===== src/hdl/wav_chunk_stream_parser_assert.svh =====
// Assertion macros for the WAV chunk stream parser.
`ifndef WAV_CHUNK_STREAM_PARSER_ASSERT_SVH
`define WAV_CHUNK_STREAM_PARSER_ASSERT_SVH

// Condition holds at every edge out of reset.
`define WCSP_ASSERT_HOLDS(label, cond, msg) \
  label: assert property (@(posedge clk) disable iff (rst) (cond)) else $error(msg);

// Consequence holds in the same cycle as the antecedent.
`define WCSP_ASSERT_SAME(label, ante, cons, msg) \
  label: assert property (@(posedge clk) disable iff (rst) (ante) |-> (cons)) else $error(msg);

// Consequence holds in the cycle after the antecedent.
`define WCSP_ASSERT_THEN(label, ante, cons, msg) \
  label: assert property (@(posedge clk) disable iff (rst) (ante) |=> (cons)) else $error(msg);

`endif


===== src/hdl/wcsp_pkg.sv =====
// Shared types and constants of the WAV chunk stream parser.
package wcsp_pkg;

  localparam int OUT_DEPTH = 4;
  localparam int OUT_PTR_W = $clog2(OUT_DEPTH);
  localparam int OUT_CNT_W = $clog2(OUT_DEPTH + 1);

  localparam logic KIND_DATA   = 1'b0;
  localparam logic KIND_REPORT = 1'b1;

  localparam logic [2:0] STATUS_OK         = 3'd0;
  localparam logic [2:0] STATUS_TOO_SHORT  = 3'd1;
  localparam logic [2:0] STATUS_BAD_HEADER = 3'd2;
  localparam logic [2:0] STATUS_NO_FMT     = 3'd3;
  localparam logic [2:0] STATUS_NO_DATA    = 3'd4;

  typedef struct packed {
    logic        result_kind;
    logic [7:0]  pcm_byte;
    logic [31:0] sample_rate;
    logic [15:0] channel_count;
    logic [15:0] bits_per_sample;
    logic [2:0]  status;
    logic        last_of_run;
  } result_t;

  typedef struct packed {
    logic    first_valid;
    logic    second_valid;
    result_t first;
    result_t second;
  } push_t;

  typedef struct packed {
    logic                 has_room;
    logic                 not_empty;
    logic [OUT_CNT_W-1:0] level;
  } queue_status_t;

endpackage


===== src/hdl/wcsp_stream_if.sv =====
// Handshake channels for file bytes in and parser results out.
interface wcsp_in_if;
  logic       valid;
  logic       ready;
  logic [7:0] file_byte;
  logic       end_of_file;

  modport source (output valid, output file_byte, output end_of_file, input ready);
  modport sink (input valid, input file_byte, input end_of_file, output ready);
endinterface

interface wcsp_out_if;
  logic        valid;
  logic        ready;
  logic        result_kind;
  logic [7:0]  pcm_byte;
  logic [31:0] sample_rate;
  logic [15:0] channel_count;
  logic [15:0] bits_per_sample;
  logic [2:0]  status;
  logic        last_of_run;

  modport source (output valid, output result_kind, output pcm_byte, output sample_rate,
                  output channel_count, output bits_per_sample, output status,
                  output last_of_run, input ready);
  modport sink (input valid, input result_kind, input pcm_byte, input sample_rate,
                input channel_count, input bits_per_sample, input status,
                input last_of_run, output ready);
endinterface


===== src/hdl/wcsp_parser.sv =====
// Chunk walker: parse state per accepted byte and the results it raises.
module wcsp_parser import wcsp_pkg::*; (
  input  logic       clk,
  input  logic       rst,
  input  logic       accept,
  input  logic [7:0] file_byte,
  input  logic       end_of_file,
  output push_t      push
);

  typedef enum logic [5:0] {
    PH_RIFF = 6'b000001,
    PH_CHDR = 6'b000010,
    PH_FMT  = 6'b000100,
    PH_DATA = 6'b001000,
    PH_SKIP = 6'b010000,
    PH_HALT = 6'b100000
  } phase_t;

  typedef struct packed {
    logic [15:0] bits_per_sample;
    logic [15:0] channel_count;
    logic [31:0] sample_rate;
  } format_t;

  typedef struct packed {
    logic bad_header;
    logic fmt_found;
    logic data_found;
  } flags_t;

  localparam logic [31:0] TAG_RIFF = 32'h5249_4646;
  localparam logic [31:0] TAG_WAVE = 32'h5741_5645;
  localparam logic [31:0] TAG_FMT  = 32'h666D_7420;
  localparam logic [31:0] TAG_DATA = 32'h6461_7461;
  localparam logic [5:0]  MIN_FILE_LEN = 6'd44;

  logic [5:0]  pos, pos_next;
  phase_t      phase, phase_next;
  logic [31:0] tag_shift, tag_shift_next;
  logic [31:0] chunk_length, chunk_length_next;
  logic [32:0] bytes_left, bytes_left_next;
  logic [4:0]  body_offset, body_offset_next;
  format_t     pending, pending_next;
  format_t     committed, committed_next;
  flags_t      flags, flags_next;

  logic [31:0] tag_in;
  logic [31:0] full_len;
  logic        emit;
  logic [2:0]  status;
  result_t     data_res;
  result_t     report_res;

  always_comb begin
    pos_next          = (pos == MIN_FILE_LEN) ? pos : pos + 6'd1;
    phase_next        = phase;
    tag_shift_next    = tag_shift;
    chunk_length_next = chunk_length;
    bytes_left_next   = bytes_left;
    body_offset_next  = body_offset;
    pending_next      = pending;
    committed_next    = committed;
    flags_next        = flags;
    emit              = 1'b0;
    tag_in            = {tag_shift[23:0], file_byte};
    full_len          = {file_byte, chunk_length[23:0]};

    case (phase)
      PH_RIFF: begin
        tag_shift_next = tag_in;
        if (pos == 6'd3 && tag_in != TAG_RIFF) begin
          flags_next.bad_header = 1'b1;
          phase_next            = PH_HALT;
        end else if (pos == 6'd11) begin
          if (tag_in != TAG_WAVE) begin
            flags_next.bad_header = 1'b1;
            phase_next            = PH_HALT;
          end else begin
            phase_next       = PH_CHDR;
            body_offset_next = 5'd0;
          end
        end
      end
      PH_CHDR: begin
        if (body_offset < 5'd4) begin
          tag_shift_next = tag_in;
        end else begin
          case (body_offset[1:0])
            2'd0:    chunk_length_next[7:0]   = file_byte;
            2'd1:    chunk_length_next[15:8]  = file_byte;
            2'd2:    chunk_length_next[23:16] = file_byte;
            default: chunk_length_next[31:24] = file_byte;
          endcase
        end
        body_offset_next = body_offset + 5'd1;
        if (body_offset == 5'd7) begin
          body_offset_next  = 5'd0;
          chunk_length_next = full_len;
          bytes_left_next   = {1'b0, full_len} + {32'd0, full_len[0]};
          if (full_len == 32'd0) begin
            phase_next = PH_CHDR;
          end else if (tag_shift == TAG_FMT && full_len >= 32'd16) begin
            pending_next = '0;
            phase_next   = PH_FMT;
          end else if (tag_shift == TAG_DATA) begin
            phase_next = PH_DATA;
          end else begin
            phase_next = PH_SKIP;
          end
        end
      end
      PH_FMT, PH_DATA, PH_SKIP: begin
        if (phase == PH_FMT && body_offset < 5'd16) begin
          case (body_offset)
            5'd2:    pending_next.channel_count[7:0]    = file_byte;
            5'd3:    pending_next.channel_count[15:8]   = file_byte;
            5'd4:    pending_next.sample_rate[7:0]      = file_byte;
            5'd5:    pending_next.sample_rate[15:8]     = file_byte;
            5'd6:    pending_next.sample_rate[23:16]    = file_byte;
            5'd7:    pending_next.sample_rate[31:24]    = file_byte;
            5'd14:   pending_next.bits_per_sample[7:0]  = file_byte;
            5'd15:   pending_next.bits_per_sample[15:8] = file_byte;
            default: pending_next = pending;
          endcase
          body_offset_next = body_offset + 5'd1;
          if (body_offset == 5'd15) begin
            committed_next       = pending_next;
            flags_next.fmt_found = 1'b1;
          end
        end else if (phase == PH_DATA && !(chunk_length[0] && bytes_left == 33'd1)) begin
          emit                  = 1'b1;
          flags_next.data_found = 1'b1;
        end
        bytes_left_next = bytes_left - 33'd1;
        if (bytes_left == 33'd1) begin
          phase_next       = PH_CHDR;
          body_offset_next = 5'd0;
        end
      end
      PH_HALT: phase_next = PH_HALT;
      default: phase_next = PH_HALT;
    endcase

    if (pos_next < MIN_FILE_LEN) begin
      status = STATUS_TOO_SHORT;
    end else if (flags_next.bad_header) begin
      status = STATUS_BAD_HEADER;
    end else if (!flags_next.fmt_found) begin
      status = STATUS_NO_FMT;
    end else if (!flags_next.data_found) begin
      status = STATUS_NO_DATA;
    end else begin
      status = STATUS_OK;
    end

    data_res                 = '0;
    data_res.result_kind     = KIND_DATA;
    data_res.pcm_byte        = file_byte;
    data_res.status          = STATUS_OK;
    data_res.last_of_run     = !end_of_file;

    report_res                 = '0;
    report_res.result_kind     = KIND_REPORT;
    report_res.sample_rate     = committed_next.sample_rate;
    report_res.channel_count   = committed_next.channel_count;
    report_res.bits_per_sample = committed_next.bits_per_sample;
    report_res.status          = status;
    report_res.last_of_run     = 1'b1;

    push.first_valid  = accept && (emit || end_of_file);
    push.second_valid = accept && emit && end_of_file;
    push.first        = emit ? data_res : report_res;
    push.second       = report_res;
  end

  always_ff @(posedge clk) begin
    if (rst || (accept && end_of_file)) begin
      pos          <= '0;
      phase        <= PH_RIFF;
      tag_shift    <= '0;
      chunk_length <= '0;
      bytes_left   <= '0;
      body_offset  <= '0;
      pending      <= '0;
      committed    <= '0;
      flags        <= '0;
    end else if (accept) begin
      pos          <= pos_next;
      phase        <= phase_next;
      tag_shift    <= tag_shift_next;
      chunk_length <= chunk_length_next;
      bytes_left   <= bytes_left_next;
      body_offset  <= body_offset_next;
      pending      <= pending_next;
      committed    <= committed_next;
      flags        <= flags_next;
    end
  end

endmodule


===== src/hdl/wcsp_out_queue.sv =====
// Result queue: takes up to two results a cycle, hands one out per request.
module wcsp_out_queue import wcsp_pkg::*; (
  input  logic          clk,
  input  logic          rst,
  input  push_t         push,
  input  logic          sink_ready,
  output result_t       head,
  output queue_status_t status
);

  result_t              mem [OUT_DEPTH];
  logic [OUT_PTR_W-1:0] wr_ptr;
  logic [OUT_PTR_W-1:0] rd_ptr;
  logic [OUT_CNT_W-1:0] count;
  logic [1:0]           n_push;
  logic                 pop;

  assign n_push = {1'b0, push.first_valid} + {1'b0, push.second_valid};
  assign pop    = (count != '0) && sink_ready;

  assign head             = mem[rd_ptr];
  assign status.not_empty = (count != '0);
  assign status.has_room  = (count <= OUT_CNT_W'(OUT_DEPTH - 2));
  assign status.level     = count;

  always_ff @(posedge clk) begin
    if (push.first_valid) begin
      mem[wr_ptr] <= push.first;
    end
    if (push.second_valid) begin
      mem[wr_ptr + OUT_PTR_W'(1)] <= push.second;
    end
  end

  always_ff @(posedge clk) begin
    if (rst) begin
      wr_ptr <= '0;
      rd_ptr <= '0;
      count  <= '0;
    end else begin
      wr_ptr <= wr_ptr + OUT_PTR_W'(n_push);
      rd_ptr <= rd_ptr + OUT_PTR_W'(pop);
      count  <= count + OUT_CNT_W'(n_push) - OUT_CNT_W'(pop);
    end
  end

endmodule


===== src/hdl/wav_chunk_stream_parser.sv =====
// Top level of the WAV chunk stream parser.
// Usage:
//   byte_chan carries a WAV file one byte per request; end_of_file marks the
//   last byte. result_chan returns forwarded data chunk bytes (result_kind 0)
//   and one end-of-file report per file (result_kind 1) with the committed
//   fmt fields and a status; last_of_run flags the final result of a byte.
//   Each result is held in the result queue until result_chan takes it.
//   Throughput: one byte per cycle while byte_chan.ready is high. A byte that
//   both carries data and ends the file raises two results, which leave through
//   a four-entry result queue; byte_chan.ready drops while fewer than two are free.
//   Reset (rst, synchronous) empties the queue and returns the parser to the
//   RIFF tag; after every end-of-file byte the parser returns there too.
//   When result_chan stalls, results wait in the queue and byte_chan.ready
//   falls once the queue is nearly full; no result is dropped.
`include "wav_chunk_stream_parser_assert.svh"

module wav_chunk_stream_parser import wcsp_pkg::*; (
  input logic        clk,
  input logic        rst,
  wcsp_in_if.sink    byte_chan,
  wcsp_out_if.source result_chan
);

  localparam logic [OUT_CNT_W-1:0] LEVEL_MAX = OUT_CNT_W'(OUT_DEPTH);

  logic          byte_accept;
  push_t         push;
  result_t       head;
  queue_status_t q_status;

  assign byte_accept    = byte_chan.valid && byte_chan.ready;
  assign byte_chan.ready = q_status.has_room;

  wcsp_parser u_parser (
    .clk         (clk),
    .rst         (rst),
    .accept      (byte_accept),
    .file_byte   (byte_chan.file_byte),
    .end_of_file (byte_chan.end_of_file),
    .push        (push)
  );

  wcsp_out_queue u_queue (
    .clk        (clk),
    .rst        (rst),
    .push       (push),
    .sink_ready (result_chan.ready),
    .head       (head),
    .status     (q_status)
  );

  assign result_chan.valid           = q_status.not_empty;
  assign result_chan.result_kind     = head.result_kind;
  assign result_chan.pcm_byte        = head.pcm_byte;
  assign result_chan.sample_rate     = head.sample_rate;
  assign result_chan.channel_count   = head.channel_count;
  assign result_chan.bits_per_sample = head.bits_per_sample;
  assign result_chan.status          = head.status;
  assign result_chan.last_of_run     = head.last_of_run;

  `WCSP_ASSERT_HOLDS(a_level_bound, q_status.level <= LEVEL_MAX, "result queue overflow")
  `WCSP_ASSERT_THEN(a_report_queued, byte_accept && byte_chan.end_of_file, result_chan.valid, "end of file raised no report")
  `WCSP_ASSERT_SAME(a_report_last, result_chan.valid && result_chan.result_kind == KIND_REPORT, result_chan.last_of_run, "report not last of run")
  `WCSP_ASSERT_SAME(a_data_clean, result_chan.valid && result_chan.result_kind == KIND_DATA, result_chan.status == STATUS_OK && result_chan.sample_rate == 32'd0, "data result carries report fields")

endmodule

===== src/flat_wrapper.sv =====
// flat-port wrapper written by rule: the top's interface ports become plain ports
module wav_chunk_stream_parser_flat import wcsp_pkg::*;
  (clk, rst, byte_chan_valid, byte_chan_file_byte, byte_chan_end_of_file, byte_chan_ready, result_chan_valid, result_chan_result_kind, result_chan_pcm_byte, result_chan_sample_rate, result_chan_channel_count, result_chan_bits_per_sample, result_chan_status, result_chan_last_of_run, result_chan_ready);
  wcsp_in_if byte_chan_i ();
  wcsp_out_if result_chan_i ();
  input logic clk;
  input logic rst;
  input wire logic [$bits(byte_chan_i.valid)-1:0] byte_chan_valid;
  input wire logic [$bits(byte_chan_i.file_byte)-1:0] byte_chan_file_byte;
  input wire logic [$bits(byte_chan_i.end_of_file)-1:0] byte_chan_end_of_file;
  output wire logic [$bits(byte_chan_i.ready)-1:0] byte_chan_ready;
  output wire logic [$bits(result_chan_i.valid)-1:0] result_chan_valid;
  output wire logic [$bits(result_chan_i.result_kind)-1:0] result_chan_result_kind;
  output wire logic [$bits(result_chan_i.pcm_byte)-1:0] result_chan_pcm_byte;
  output wire logic [$bits(result_chan_i.sample_rate)-1:0] result_chan_sample_rate;
  output wire logic [$bits(result_chan_i.channel_count)-1:0] result_chan_channel_count;
  output wire logic [$bits(result_chan_i.bits_per_sample)-1:0] result_chan_bits_per_sample;
  output wire logic [$bits(result_chan_i.status)-1:0] result_chan_status;
  output wire logic [$bits(result_chan_i.last_of_run)-1:0] result_chan_last_of_run;
  input wire logic [$bits(result_chan_i.ready)-1:0] result_chan_ready;
  assign byte_chan_i.valid = byte_chan_valid;
  assign byte_chan_i.file_byte = byte_chan_file_byte;
  assign byte_chan_i.end_of_file = byte_chan_end_of_file;
  assign byte_chan_ready = byte_chan_i.ready;
  assign result_chan_valid = result_chan_i.valid;
  assign result_chan_result_kind = result_chan_i.result_kind;
  assign result_chan_pcm_byte = result_chan_i.pcm_byte;
  assign result_chan_sample_rate = result_chan_i.sample_rate;
  assign result_chan_channel_count = result_chan_i.channel_count;
  assign result_chan_bits_per_sample = result_chan_i.bits_per_sample;
  assign result_chan_status = result_chan_i.status;
  assign result_chan_last_of_run = result_chan_i.last_of_run;
  assign result_chan_i.ready = result_chan_ready;
  wav_chunk_stream_parser u_core (.clk(clk), .rst(rst), .byte_chan(byte_chan_i), .result_chan(result_chan_i));
endmodule

===== config.mk =====
export PLATFORM = sky130hd
export DESIGN_NAME = wav_chunk_stream_parser_flat
export DESIGN_NICKNAME = d
export VERILOG_FILES = /design/src/hdl/wcsp_pkg.sv /design/src/hdl/wcsp_stream_if.sv /design/src/hdl/wcsp_parser.sv /design/src/hdl/wcsp_out_queue.sv /design/src/hdl/wav_chunk_stream_parser.sv /design/src/flat_wrapper.sv
export VERILOG_INCLUDE_DIRS = /design/src /design/src/hdl
export SDC_FILE = /design/constraint.sdc
export NUM_CORES = 1
export LEC_CHECK = 0
export BUFFER_PORTS_ARGS = -buffer_cell sky130_fd_sc_hd__clkbuf_2
export CAP_MARGIN = 25
export CORE_MARGIN = 5
export CORE_UTILIZATION = 44
export DETAILED_ROUTE_END_ITERATION = 8
export HOLD_SLACK_MARGIN = 0.06
export SETUP_SLACK_MARGIN = 0.5
export SYNTH_ARGS = -nofsm -noshare
export SYNTH_HDL_FRONTEND = slang
export SYNTH_SLANG_ARGS = --single-unit

===== constraint.sdc =====
create_clock -name clk -period 4.37 [get_ports clk]
set_clock_uncertainty 0.2 [all_clocks]
set_input_delay 0.2185 -clock clk [delete_from_list [all_inputs] [get_ports clk]]
set_output_delay 0.2185 -clock clk [all_outputs]
set_load 0.05 [all_outputs]

==> impl_metrics.yaml <==
yosys:
  synth_top_area_share_pct: 32.8
  synthArstFlopShare_pct: 0
  synth_cell_types: 68
  synth_top_area_cell: "edfxtp_1"
  syn_area_per_cell_um2: 10.6
  syn_inst: 2315
  synth_flop_cell: "dfxtp_1"
  synth.area.top_cells: "edfxtp_1, dfxtp_1, nor2_1, mux4_2, mux2i_1"
  ys_ff_latch: 544
  synth_edf_count: 268
  seq_area_frac_synth_pct: 55.2
  syn-num-nets: 2346
  yosysWarnings: 0
  syn_area_um2: 24600
clock_tree:
  clkSinkCount: 544
  path_clk_slew_ps: 60
  htree_levels: 2
  cts_root_buf: "clkbuf_16"
  clk_latency_ps: 610
  tritoncts: "done"
  clockBufferDepth: 3
  cts_buffers: 57
routing:
  vias: 18100
  drtIter0Drc: 1415
  routed_wirelength_um: 64800
  final_antenna_net_count: 0
  viasPerCell: 5.75
  routedWlPerCell_um: 20.6
  dr.pass1.iters: 5
  route.detailed.drc: 0
layout:
  fin_cells: 3150
  area_growth_pct: 14.7
  diodes: 0
  drive_gt1_share_pct: 15.0
  fin_area_um2: 28200
  fin_nets: 2384
  fillers: 4899
sta:
  setup_viol: 0
  rsz0062_at_grt: "true"
  relSlewSlack_pct: 31.8
  fin_crit_ps: 3930
  final_max_slew_viol_count: 0
  fmax_mhz: 255
  tightestPinTransition_ps: 1020
  post-route-period-util_pct: 89.9
  hold_viol_final: 0
  whs_ps: 150
  fin_setup_tns_ps: 0
critical_path:
  cp_max_fo: 7
  arrival_ps: 4210
  path_class: "reg2reg"
  end_kind: "register"
  worstSetupStartpointType: "register"
  required_ps: 4660
power:
  p_per_area_nw_per_um2: 470
  peakVddDrop_uv: 296
  p_leak_nw: 8.75
global_route:
  grt.total_usage_pct: 21.2
  grt_pass1_vias: 18000
  gr-total-overflow: 0
  antenna_found_initial: 0
  grt_pass1_wl_um: 103000
  grt_max_degree: 122
floorplanning:
  rows: 86
  die-area_um2: 60700
  core_area_um2: 55200
  io_pins: 92
  die_w_um: 246
  die_h_um: 246
  start_util_pct: 44.5
outcome:
  outcome: "complete, no violations"
place:
  placed_area_um2: 26000
  dp.cells: 3022
  port_buffers: 91
  place_hpwl_um: 40200
  gp_congestion: 0.886
hold_path:
  hold_class: "in2reg"
job:
  cap_violations: 0
==> metrics by stage <==
| step | util (%) | total power [W] | setup slack [ps] |
|---|---|---|---|
| 2_1_floorplan | - | 0.00764 | 364 |
| 3_3_place_gp | 47.1 | 0.00836 | 302 |
| 3_5_place_dp | 47.1 | 0.00839 | 259 |
| 4_1_cts | 50.9 | 0.0134 | 507 |
| 5_1_grt | 51.0 | 0.0138 | 342 |
| 6_report | 51.0 | 0.0132 | 442 |
==> cells in the final DEF (no fill, tap or decap), types with 12 or more instances in the layout <==
cell,count
clkbuf_2,94
and2_1,20
buf_12,18
nor2b_1,15
nor4_1,24
nand2_1,151
ha_1,16
o22ai_1,30
mux4_2,77
or3_1,12
nor2_1,474
buf_4,49
mux2i_1,90
nand4_1,21
dfxtp_1,273
nor3_1,33
o21ai_0,75
a21oi_1,161
a211oi_1,65
clkbuf_1,16
edfxtp_1,268
inv_1,20
nand3_1,33
and3_1,21
xnor2_1,24
clkbuf_16,60
a32o_1,49
==> logic make-up (layout without fill, tap and decap cells) <==
group           after synthesis  in the layout  share of synthesized area [%]
simple gates                876            876                           16.2
buf+inv                     218            305                           3.45
flops                       544            544                           55.2
fa+ha+maj                    18             18                          0.947
compound gates              454            454                           12.1
xor+xnor                     36             36                           1.28
mux                         169            169                           10.8
==> cell usage after synthesis (all sizes together) (24+ instances only) <==
cell	instances
nor2	479
dfxtp	276
edfxtp	268
a21oi	165
clkbuf	158
nand2	151
mux2i	92
mux4	77
o21ai	76
a211oi	65
a32o	49
buf	36
nor3	34
nand3	33
o22ai	30
nor4	26
xnor2	25
inv	24
==> path summary, 6_finish.rpt <==
path                                                    start                                    endpoint  slack, ps  cells after the start
setup / recovery  u_core.u_parser.bytes_left[22]$_SDFFE_PP0P_          u_core.u_queue.count[2]$_SDFF_PP0_        440                     14
hold / removal                                byte_chan_valid       u_core.u_parser.flags[0]$_SDFFE_PP0P_        150                      5
setup reg to reg  u_core.u_parser.bytes_left[22]$_SDFFE_PP0P_          u_core.u_queue.count[2]$_SDFF_PP0_        440                     14
hold reg to reg    u_core.u_parser.committed[56]$_SDFFE_PP0P_  u_core.u_parser.committed[56]$_SDFFE_PP0P_        250                      2
==> metal layers <==
metal	GRT usage (%)	vias up	wire (um)
met3	3.74	104	3480
li1	-	8554	-
met2	35.6	479	31400
met4	5.60	0	1600
met5	0	-	0
met1	28.7	8989	28300
==> repair_timing <==
item | 4_1_cts | 5_1_grt
buffers inserted | 3 | 3
pin swaps | 5 | 1
setup endpoints to repair | 2 | 90
hold buffers | 11 | 0
resized for setup | 4 | 1
endpoints found under the hold margin | 40 | 0
==> state kept, by name, summed over array words and instances, names as in the netlist, 3 cells and up <==
register                      flops
u_core.u_parser.committed        64
u_core.u_parser.pos               6
u_core.u_parser.bytes_left       33
u_core.u_queue.count              3
u_core.u_parser.phase             6
u_core.u_parser.chunk_length     24
u_core.u_parser.flags             3
u_core.u_parser.pending          56
u_core.u_parser.tag_shift        32
u_core.u_parser.body_offset       5
u_core.u_queue.mem              308
==> cell type report <==
class,instances,area (um2),share of cell area [%]
clock buffers,85,1670,5.92
clock inverters,23,269,0.955
inverters,24,105,0.373
multi-input cells,1553,10300,36.5
flip-flops and latches,544,13600,48.2
well taps,748,936,3.32
repair buffers,173,1330,4.71
==> critical path, stage by stage (launching register included) <==
cell and delay (ps):
dfxtp_2 360, or4_4 560, or4_4 580, nor4_4 400
nor3_4 100, ha_4 300, inv_1 40, ha_1 260
inv_1 60, ha_1 130, inv_1 60, fa_1 400
xnor2_2 150, xnor2_1 150, nor2_1 50
==> where the power goes <==
part | internal, W | total (W) | switching [W]
clock | 0.00299 | 0.00498 | 0.00199
sequential | 0.00550 | 0.00567 | 0.000175
combinational | 0.000803 | 0.00258 | 0.00178
total | 0.00929 | 0.0132 | 0.00395
No activity file was read; power rests on OpenSTA's default activity.
